<file path="src/sv/fplf_pkg.sv">
// ----------------------------------------------------------------------------
// Four-pole ladder filter package
// Shared constants, command and status types for the filter controller and
// datapath.
// ----------------------------------------------------------------------------
`timescale 1ns / 1ps

package fplf_pkg;

  localparam int STAGE_COUNT = 4;
  localparam int STAGE_IDX_W = $clog2(STAGE_COUNT);

  localparam int GAIN_W   = 16;
  localparam int FBGAIN_W = 15;
  localparam int MODE_W   = 3;
  localparam int GAIN_FRAC = 16;
  localparam int FB_FRAC   = 13;

  localparam int CFG_ADDR_W = 2;
  localparam int CFG_DATA_W = 16;

  localparam logic [CFG_ADDR_W-1:0] CFG_CUTOFF   = 2'd0;
  localparam logic [CFG_ADDR_W-1:0] CFG_FEEDBACK = 2'd1;
  localparam logic [CFG_ADDR_W-1:0] CFG_MODE     = 2'd2;

  localparam logic [GAIN_W-1:0]   CUTOFF_RESET   = 16'h8000;
  localparam logic [FBGAIN_W-1:0] FEEDBACK_RESET = 15'd0;

  localparam logic [MODE_W-1:0] MODE_LP24 = 3'd0;
  localparam logic [MODE_W-1:0] MODE_LP12 = 3'd1;
  localparam logic [MODE_W-1:0] MODE_HP24 = 3'd2;
  localparam logic [MODE_W-1:0] MODE_HP12 = 3'd3;
  localparam logic [MODE_W-1:0] MODE_BP24 = 3'd4;
  localparam logic [MODE_W-1:0] MODE_BP12 = 3'd5;

  typedef enum logic [2:0] {
    OP_NONE,
    OP_LOAD,
    OP_FB_MUL,
    OP_FB_RND,
    OP_DIFF,
    OP_MUL,
    OP_UPD,
    OP_OUT
  } op_e;

  typedef struct packed {
    op_e                    op;
    logic [STAGE_IDX_W-1:0] stage;
    logic                   fb_en;
  } fplf_cmd_t;

  typedef struct packed {
    logic lp24;
  } fplf_status_t;

endpackage

</file>
<file path="src/sv/four_pole_ladder_filter.sv">
// The next input word is taken in the cycle after the result is loaded, and the
// result waits while the output register still holds a word that is not taken.
// Words are handled one at a time, paced by the single shared multiplier: three
// steps per stage, two for the resonance feedback (LP24 mode only), and one each
// to load the input word and to load the result.
// Reset clears the four stage values and loads the register defaults
// (gain one half, no feedback, LP24); no clearing pass is needed.
// ----------------------------------------------------------------------------
// Four-pole ladder filter
// Four cascaded one-pole lowpass stages with resonance feedback and a
// selectable lowpass, highpass or bandpass output, saturated to sample range.
// ----------------------------------------------------------------------------
`timescale 1ns / 1ps

module four_pole_ladder_filter #(
  parameter int SAMPLE_WIDTH = 24
) (
  input  logic                            clk_i,
  input  logic                            rst_ni,
  input  logic                            cfg_we_i,
  input  logic [fplf_pkg::CFG_ADDR_W-1:0] cfg_addr_i,
  input  logic [fplf_pkg::CFG_DATA_W-1:0] cfg_wdata_i,
  input  logic                            sample_in_valid_i,
  output logic                            sample_in_ready_o,
  input  logic signed [SAMPLE_WIDTH-1:0]  sample_in_i,
  output logic                            sample_out_valid_o,
  input  logic                            sample_out_ready_i,
  output logic signed [SAMPLE_WIDTH-1:0]  sample_out_o
);
  import fplf_pkg::*;

  fplf_cmd_t    cmd;
  fplf_status_t status;

  fplf_ctrl u_ctrl (
    .clk_i              (clk_i),
    .rst_ni             (rst_ni),
    .sample_in_valid_i  (sample_in_valid_i),
    .sample_in_ready_o  (sample_in_ready_o),
    .sample_out_valid_o (sample_out_valid_o),
    .sample_out_ready_i (sample_out_ready_i),
    .status_i           (status),
    .cmd_o              (cmd)
  );

  fplf_dp #(
    .SAMPLE_WIDTH (SAMPLE_WIDTH)
  ) u_dp (
    .clk_i        (clk_i),
    .rst_ni       (rst_ni),
    .cfg_we_i     (cfg_we_i),
    .cfg_addr_i   (cfg_addr_i),
    .cfg_wdata_i  (cfg_wdata_i),
    .sample_in_i  (sample_in_i),
    .sample_out_o (sample_out_o),
    .cmd_i        (cmd),
    .status_o     (status)
  );

endmodule

</file>
<file path="src/sv/fplf_ctrl.sv">
// ----------------------------------------------------------------------------
// Four-pole ladder filter controller
// Sequences the feedback product and the four stage updates over the shared
// multiplier, and owns the input and output handshakes.
// ----------------------------------------------------------------------------
`timescale 1ns / 1ps

module fplf_ctrl (
  input  logic                  clk_i,
  input  logic                  rst_ni,
  input  logic                  sample_in_valid_i,
  output logic                  sample_in_ready_o,
  output logic                  sample_out_valid_o,
  input  logic                  sample_out_ready_i,
  input  fplf_pkg::fplf_status_t status_i,
  output fplf_pkg::fplf_cmd_t    cmd_o
);
  import fplf_pkg::*;

  typedef enum logic [2:0] {
    S_IDLE,
    S_FB_MUL,
    S_FB_RND,
    S_DIFF,
    S_MUL,
    S_UPD,
    S_OUT
  } state_e;

  state_e                 state_q, state_d;
  logic [STAGE_IDX_W-1:0] stage_q, stage_d;
  logic                   out_valid_q, out_valid_d;
  logic                   out_free;

  // The output register may be reloaded when it is empty or once its word is taken.
  assign out_free = !out_valid_q || sample_out_ready_i;

  always_comb begin
    state_d     = state_q;
    stage_d     = stage_q;
    out_valid_d = out_valid_q && !sample_out_ready_i;
    cmd_o.op    = OP_NONE;
    cmd_o.stage = stage_q;
    cmd_o.fb_en = status_i.lp24 && (stage_q == '0);
    case (state_q)
      S_IDLE: begin
        if (sample_in_valid_i) begin
          cmd_o.op = OP_LOAD;
          stage_d  = '0;
          state_d  = status_i.lp24 ? S_FB_MUL : S_DIFF;
        end
      end
      S_FB_MUL: begin
        cmd_o.op = OP_FB_MUL;
        state_d  = S_FB_RND;
      end
      S_FB_RND: begin
        cmd_o.op = OP_FB_RND;
        state_d  = S_DIFF;
      end
      S_DIFF: begin
        cmd_o.op = OP_DIFF;
        state_d  = S_MUL;
      end
      S_MUL: begin
        cmd_o.op = OP_MUL;
        state_d  = S_UPD;
      end
      S_UPD: begin
        cmd_o.op = OP_UPD;
        if (stage_q == STAGE_IDX_W'(STAGE_COUNT - 1)) begin
          state_d = S_OUT;
        end else begin
          stage_d = stage_q + 1'b1;
          state_d = S_DIFF;
        end
      end
      S_OUT: begin
        if (out_free) begin
          cmd_o.op    = OP_OUT;
          out_valid_d = 1'b1;
          state_d     = S_IDLE;
        end
      end
      default: begin
        state_d = S_IDLE;
      end
    endcase
  end

  always_ff @(posedge clk_i or negedge rst_ni) begin
    if (!rst_ni) begin
      state_q     <= S_IDLE;
      stage_q     <= '0;
      out_valid_q <= 1'b0;
    end else begin
      state_q     <= state_d;
      stage_q     <= stage_d;
      out_valid_q <= out_valid_d;
    end
  end

  assign sample_in_ready_o  = (state_q == S_IDLE);
  assign sample_out_valid_o = out_valid_q;

endmodule

</file>
<file path="src/sv/fplf_dp.sv">
// ----------------------------------------------------------------------------
// Four-pole ladder filter datapath
// Configuration registers, stage values, one shared multiplier with rounding,
// and the output tap selection with saturation.
// ----------------------------------------------------------------------------
`timescale 1ns / 1ps

module fplf_dp #(
  parameter int SAMPLE_WIDTH = 24
) (
  input  logic                              clk_i,
  input  logic                              rst_ni,
  input  logic                              cfg_we_i,
  input  logic [fplf_pkg::CFG_ADDR_W-1:0]   cfg_addr_i,
  input  logic [fplf_pkg::CFG_DATA_W-1:0]   cfg_wdata_i,
  input  logic signed [SAMPLE_WIDTH-1:0]    sample_in_i,
  output logic signed [SAMPLE_WIDTH-1:0]    sample_out_o,
  input  fplf_pkg::fplf_cmd_t                cmd_i,
  output fplf_pkg::fplf_status_t             status_o
);
  import fplf_pkg::*;

  localparam int W  = SAMPLE_WIDTH;
  localparam int DW = W + 3;
  localparam int PW = DW + 17;

  localparam logic signed [PW-1:0] GAIN_HALF = PW'(1) << (GAIN_FRAC - 1);
  localparam logic signed [PW-1:0] FB_HALF   = PW'(1) << (FB_FRAC - 1);
  localparam logic signed [DW:0] SMAX = {{(DW - W + 2){1'b0}}, {(W - 1){1'b1}}};
  localparam logic signed [DW:0] SMIN = {{(DW - W + 2){1'b1}}, {(W - 1){1'b0}}};

  logic [GAIN_W-1:0]   cutoff_q;
  logic [FBGAIN_W-1:0] fbgain_q;
  logic [MODE_W-1:0]   mode_q;

  logic signed [W-1:0]  stage_q [STAGE_COUNT];
  logic signed [W-1:0]  in_q;
  logic signed [W-1:0]  cur_q;
  logic signed [DW-1:0] fb_q;
  logic signed [DW-1:0] diff_q;
  logic signed [PW-1:0] prod_q;
  logic signed [W-1:0]  out_q;

  logic signed [W-1:0]  stage_sel;
  logic signed [DW-1:0] mul_a;
  logic signed [16:0]   mul_b;
  logic signed [PW-1:0] prod_d;
  logic signed [PW-1:0] fb_sum;
  logic signed [PW-1:0] fb_shift;
  logic signed [PW-1:0] gain_sum;
  logic signed [PW-1:0] gain_shift;
  logic signed [DW-1:0] diff_d;
  logic signed [DW:0]   upd_sum;
  logic signed [W-1:0]  upd_val;
  logic signed [DW:0]   res_full;
  logic signed [W-1:0]  res_val;

  function automatic logic signed [W-1:0] sat(input logic signed [DW:0] v);
    logic signed [W-1:0] r;
    if (v > SMAX) begin
      r = SMAX[W-1:0];
    end else if (v < SMIN) begin
      r = SMIN[W-1:0];
    end else begin
      r = v[W-1:0];
    end
    return r;
  endfunction

  function automatic logic signed [DW:0] ext(input logic signed [W-1:0] v);
    return {{(DW - W + 1){v[W-1]}}, v};
  endfunction

  assign status_o.lp24 = (mode_q == MODE_LP24);
  assign stage_sel     = stage_q[cmd_i.stage];

  // The multiplier is shared between the feedback product and the stage gain.
  always_comb begin
    if (cmd_i.op == OP_FB_MUL) begin
      mul_a = {{3{stage_q[STAGE_COUNT-1][W-1]}}, stage_q[STAGE_COUNT-1]};
      mul_b = {2'b00, fbgain_q};
    end else begin
      mul_a = diff_q;
      mul_b = {1'b0, cutoff_q};
    end
    prod_d = PW'(mul_a) * PW'(mul_b);
  end

  // Round to nearest, ties toward plus infinity, by adding half and flooring.
  assign fb_sum     = prod_q + FB_HALF;
  assign fb_shift   = fb_sum >>> FB_FRAC;
  assign gain_sum   = prod_q + GAIN_HALF;
  assign gain_shift = gain_sum >>> GAIN_FRAC;

  assign diff_d  = DW'(cur_q) - DW'(stage_sel) - (cmd_i.fb_en ? fb_q : '0);
  assign upd_sum = ext(stage_sel) + {gain_shift[DW-1], gain_shift[DW-1:0]};
  assign upd_val = sat(upd_sum);

  always_comb begin
    case (mode_q)
      MODE_LP12: res_full = ext(stage_q[1]);
      MODE_HP24: res_full = ext(in_q) - ext(stage_q[3]);
      MODE_HP12: res_full = ext(in_q) - ext(stage_q[1]);
      MODE_BP24: res_full = ext(stage_q[1]) - ext(stage_q[3]);
      MODE_BP12: res_full = ext(stage_q[0]) - ext(stage_q[2]);
      default:   res_full = ext(stage_q[3]);
    endcase
  end
  assign res_val = sat(res_full);

  always_ff @(posedge clk_i or negedge rst_ni) begin
    if (!rst_ni) begin
      cutoff_q <= CUTOFF_RESET;
      fbgain_q <= FEEDBACK_RESET;
      mode_q   <= MODE_LP24;
      for (int i = 0; i < STAGE_COUNT; i++) begin
        stage_q[i] <= '0;
      end
    end else begin
      if (cfg_we_i) begin
        case (cfg_addr_i)
          CFG_CUTOFF:   cutoff_q <= cfg_wdata_i[GAIN_W-1:0];
          CFG_FEEDBACK: fbgain_q <= cfg_wdata_i[FBGAIN_W-1:0];
          CFG_MODE:     mode_q   <= cfg_wdata_i[MODE_W-1:0];
          default: begin
          end
        endcase
      end
      if (cmd_i.op == OP_UPD) begin
        stage_q[cmd_i.stage] <= upd_val;
      end
    end
  end

  always_ff @(posedge clk_i) begin
    case (cmd_i.op)
      OP_LOAD: begin
        in_q  <= sample_in_i;
        cur_q <= sample_in_i;
      end
      OP_FB_MUL: prod_q <= prod_d;
      OP_FB_RND: fb_q   <= fb_shift[DW-1:0];
      OP_DIFF:   diff_q <= diff_d;
      OP_MUL:    prod_q <= prod_d;
      OP_UPD:    cur_q  <= upd_val;
      OP_OUT:    out_q  <= res_val;
      default: begin
      end
    endcase
  end

  assign sample_out_o = out_q;

endmodule
</file>
<file path="config.mk">
export PLATFORM = sky130hd
export DESIGN_NAME = four_pole_ladder_filter
export DESIGN_NICKNAME = d
export VERILOG_FILES = /design/src/sv/fplf_pkg.sv /design/src/sv/four_pole_ladder_filter.sv /design/src/sv/fplf_ctrl.sv /design/src/sv/fplf_dp.sv
export SDC_FILE = /design/constraint.sdc
export NUM_CORES = 2
export LEC_CHECK = 0
export BUFFER_PORTS_ARGS = -buffer_cell sky130_fd_sc_hd__buf_2
export CAP_MARGIN = 20
export CORE_MARGIN = 4
export CORE_UTILIZATION = 60
export CTS_BUF_LIST = sky130_fd_sc_hd__clkbuf_16
export DETAILED_ROUTE_END_ITERATION = 10
export GPL_TIMING_DRIVEN = 0
export PLACE_DENSITY_LB_ADDON = 0.1
export SYNTH_ARGS = -nofsm -noshare
export SYNTH_HDL_FRONTEND = slang
export SYNTH_HIERARCHICAL = 1
export SYNTH_SLANG_ARGS = --single-unit
</file>
<file path="constraint.sdc">
create_clock -name clk_i -period 9.2 [get_ports clk_i]
set_clock_uncertainty 0.1 [all_clocks]
set_input_delay 0.92 -clock clk_i [delete_from_list [all_inputs] [get_ports clk_i]]
set_output_delay 0.92 -clock clk_i [all_outputs]
set_load 0.05 [all_outputs]
</file>
After elaboration in Yosys (flattened, before gate mapping) --
Cells that the tools add are included.
Word-level totals: register bits 305, input port bits 47, output and inout port bits 26, logic and storage cells 103
Operators by class: $add $sub $neg 10, multiply operators 1, magnitude comparators 6, eq/ne operators 24, multiplexer cells 27, bitwise operators 1, reductions and logical operators 18
Operators by type and width (count):
- 24-bit 2-to-1 mux | 6
- 28-bit one-hot mux with 5 select lines | 1
- 24-bit by 24-bit subtractor with 25-bit output | 5
- 96-bit bitwise mux | 1
- 28-bit by 24-bit greater-than comparator with 1-bit output (second input constant) | 2
- 28-bit by 24-bit less-than comparator with 1-bit output (second input constant) | 2
- 27-bit 2-to-1 mux | 2
- 24-bit binary-select mux with 2-bit select | 1
- 24-bit demux with 2-bit select | 1
- 24-bit one-hot mux with 2 select lines | 1
- 43-bit by 17-bit adder with 43-bit output (second input constant) | 1
- 27-bit by 17-bit multiplier with 43-bit output | 1
- 3-bit one-hot mux with 7 select lines | 2
- 40-bit by 14-bit adder with 40-bit output (second input constant) | 1
- 24-bit by 27-bit adder with 28-bit output | 1
- 3-bit == test (second input constant) | 9
- 27-bit subtractor | 1
- 3-bit by 2-bit == test with 1-bit output (second input constant) | 6
- 16-bit 2-to-1 mux | 1
- 3-bit 2-to-1 mux | 4
- 3-bit by 1-bit == test with 1-bit output (second input constant) | 3
- 2-bit AND reduction | 4
- 3-bit logical NOT | 2
- 2-bit 2-to-1 mux | 3
- other kinds (17) | 26

Depth between registers and ports, before layout --
depth after elaboration 9, mapped depth 34, gate-level depth less buffers 30

Modules after synthesis --
The synthesis kept the hierarchy.
By module, submodules not included:
- fplf_dp | instances 1, cells each 3894, area an instance 35178.7 µm², seq. area each 7968.9 µm²
- fplf_ctrl | instances 1, cells each 40, area an instance 400.4 µm², seq. area each 150.1 µm²

Worst setup path after synthesis --
No wires, ideal clock.
path type input to register, start point input sample_out_ready_i, end point register u_dp.prod_q[42] (data pin), library setup time 260 ps, arrival time 8432 ps, data required time 8840 ps, setup slack 408 ps, cell stages on the path 30, path buffers 3, cell sequence nor2b_1 > o21a_1 > o21ai_0 > inv_1 > and3_1 > clkbuf_1 > clkbuf_1 > nand2_1 > nand2_1 > clkbuf_1 > nand2_1 > fa_1 > fa_1 > fa_1 > inv_1 > fa_1 > fa_1 > inv_1 > fa_1 > inv_1 > ha_1 > or3_1 > a211oi_1 > o21a_1 > a311oi_1 > a221oi_2 > o2111ai_1 > o31a_1 > a21oi_1 > xnor2_1
RTL lines:
- from (decl) | RTL line four_pole_ladder_filter.sv:27 | input logic sample_out_ready_i,
- to (signal assigned) | RTL line fplf_dp.sv:141 | OP_FB_MUL: prod_q <= prod_d;
- to (signal assigned) | RTL line fplf_dp.sv:144 | OP_MUL: prod_q <= prod_d;
- to (decl) | RTL line fplf_dp.sv:41 | logic signed [PW-1:0] prod_q;

==> results.toml <==
[outcome]
outcome = "completed"

[sta]
tightest_slew_ns = 0.965
slew_violations = 0
slew_headroom = 0.353
setup-tns-final_ns = 0
rsz0062_at_grt = "yes"
hold_viol = 0
fmax_ghz = 0.112
fin_ws_ns = 0.235
setup_viol = 0
post-route-period-util = 0.974
period_minus_slack_ns = 8.96

[synthesis]
synth.distinct_cells = 93
yosys.area_share.simple = 0.138
synth.yosys.seq_area_share = 0.228
muxShareOfSynthArea = 0.0401
synth_top_family_by_area = "adder cells"
ys_warn_count = 6
synthAdderAreaFrac = 0.326
syn_area_um2 = 35600
syn_area_per_cell_um2 = 9.04
synth_commonest_cells = "inv_1 (624), nand2_1 (572), fa_1 (418)"
synth_top_area_share = 0.235
synthTopCellsByArea = "fa_1 (24%), edfxtp_1 (13%), dfrtp_1 (9.5%), ha_1 (9.0%), inv_1 (6.6%)"
synth-xor-area-share = 0.0500
synth_compound_area_frac = 0.135
synth_fp_nets = 4654
ys_seq_elements = 293
syn-instance-count = 3934
ys.flop_type = "edfxtp_1"
synth_edf_count = 157
yosys.area.top_type = "fa_1"
yosysMostFrequentCell = "inv_1"
synth_async_sr_flop_share = 0.464

[floorplan]
core-area_um2 = 58200
initial_core_util = 0.611
ios = 73
die_area_um2 = 63300
die_x_um = 252
dieHeight_um = 252
rows = 88

[place]
post-place-ws_ns = -2.51
place.gp.congestion = 0.968
dpl.hpwl_mm = 95.6
placed_area_um2 = 37100
port_buffers = 72

[clocking]
numCtsBuffers = 30
insertion_delay_ns = 0.58
cts_root_buf = "clkbuf_16"
cts_tree = "built"
cts_hold_buf = 0
clkTransAtPathRegs_ns = 0.07
cts_buffer_depth = 3
clock_sinks = 293
ctsHtreeMaxLevel = 1

[route]
vias_per_cell = 6.03
route.vias.total = 29200
drt-total-wl_mm = 115
ant_nets = 0
firstDrtPassIters = 8
post_drt_wl_per_cell_um = 23.7
drt_iter0_markers = 3033
drc = 0

[grt]
overflow = 0
antenna_found_initial = 1
grt_use_total = 0.362
grt_pass1_wl_mm = 174
grt_pass1_vias = 28900
grt_max_degree = 99

[critical_path]
crit_cells = 31
path_delay_family = "adder cells"
worstPathArrival_ns = 9.24
worst_ep_required_time_ns = 9.47
cpMostUsedCell = "fa_1"
critPathBufInv = 8
critical_path_class = "flop to flop"
path_max_fanout = 10
crit_path_start_kind = "flop"
end_kind = "flop"
max_stage_delay_ns = 0.53
r2r_cells = 31
slowest_stage = "fa_1"

[job]
max-cap-violations = 0

[layout]
multi_input_area_um2 = 24900
syn_to_final_growth_pct = 8.50
nFillCells = 4937
diodes = 0
final_nets = 4776
layout-drive-gt1-share = 0.0904
fin_area_um2 = 38600
seqCellArea_um2 = 8120

[hold_path]
hold_class = "input pin to async pin"
## stage by stage
stage,instances,utilization,hold slack [ns]
floorplan,3934,-,0.366
global placement,4771,0.633,0.383
detailed placement,4783,0.637,0.397
CTS,4840,0.658,0.151
global route,4845,0.663,0.175
finish,4845,0.663,0.150
## metal layers
| layer | wire (um) | GRT usage | vias up |
|---|---|---|---|
| li1 | - | - | 13200 |
| met2 | 48600 | 0.538 | 1541 |
| met4 | 5550 | 0.131 | 2 |
| met1 | 46300 | 0.510 | 14200 |
| met3 | 14200 | 0.108 | 247 |
| met5 | 25 | 0 | - |
## cells by family (layout without fill, tap and decap cells)
family / Yosys count / count (layout)
buffers and inverters: 773 / 919
XOR/XNOR: 203 / 203
adder cells (fa/ha/maj): 678 / 678
AND/OR/NAND/NOR: 1125 / 1125
AO/OA/AOI/OAI: 757 / 757
flip-flops: 293 / 293
multiplexers: 105 / 105
## area by class of cell
| type | instances | share of cell area |
|---|---|---|
| inverter | 624 | 0.0608 |
| clock inverter | 23 | 0.00285 |
| clock buffer | 33 | 0.0214 |
| sequential | 293 | 0.210 |
| timing repair buffer | 91 | 0.0147 |
| multi-input combinational | 2868 | 0.646 |
| buffer | 148 | 0.0193 |
| tap | 765 | 0.0248 |
## registers in the layout, summed over array words and instances (netlist names), 3 cells and up
register	cells
u_dp/mode_q	3
u_dp/cutoff_q	16
u_dp/in_q	24
u_dp/prod_q	31
u_dp/diff_q	27
u_dp/fb_q	27
u_dp/sample_out_o	24
u_dp/stage_q	96
u_dp/fbgain_q	15
u_ctrl/state_q	3
u_dp/cur_q	24
## placed cells by master, fill, tap and decap left out, drive strengths merged, types with 61 or more instances in the layout
cell,synthesis,layout
a21o,61,61
a21oi,197,197
buf,14,116
clkbuf,135,156
dfrtp,135,135
edfxtp,157,157
fa,418,418
ha,255,255
inv,624,636
nand2,572,572
nor2,265,265
o21ai,258,258
xnor2,131,131
xor2,72,72
## worst reg2reg max path, delay by kind of cell (launching register included)
family          cells  cell delay, ns
fa+ha+maj           7            2.84
flops               1            0.37
simple gates        5            0.97
buf+inv             8            1.65
compound gates     10            2.58
xor+xnor            1            0.21
## worst paths after layout
| path | startpoint | to | slack (ns) |
|---|---|---|---|
| max | u_ctrl/state_q[0]$_DFFE_PN0P_ | u_dp/prod_q[28]$_DFFE_PP_ | 0.24 |
| min | rst_ni | u_dp/stage_q[67]$_DFFE_PN0P_ | 0.15 |
| max reg2reg | u_ctrl/state_q[0]$_DFFE_PN0P_ | u_dp/prod_q[28]$_DFFE_PP_ | 0.24 |
| min reg2reg | u_dp/fbgain_q[2]$_DFFE_PN0P_ | u_dp/fbgain_q[2]$_DFFE_PN0P_ | 0.41 |
| max in group asynchronous | rst_ni | u_dp/mode_q[2]$_DFFE_PN0P_ | 8.00 |
| min in group clk_i | u_dp/fbgain_q[2]$_DFFE_PN0P_ | u_dp/fbgain_q[2]$_DFFE_PN0P_ | 0.41 |
## what timing repair did
| action | 4_1_cts | 5_1_grt |
|---|---|---|
| buffers inserted | 1 | 6 |
| gates cloned | 0 | 0 |
| gates resized for setup | 116 | 82 |
| pin swaps | 3 | 2 |
| setup endpoints to repair | 28 | 15 |
Power is left out: the tool's default activity adds up to more than one toggle a clock period on the data nets, which glitch-free logic cannot reach.
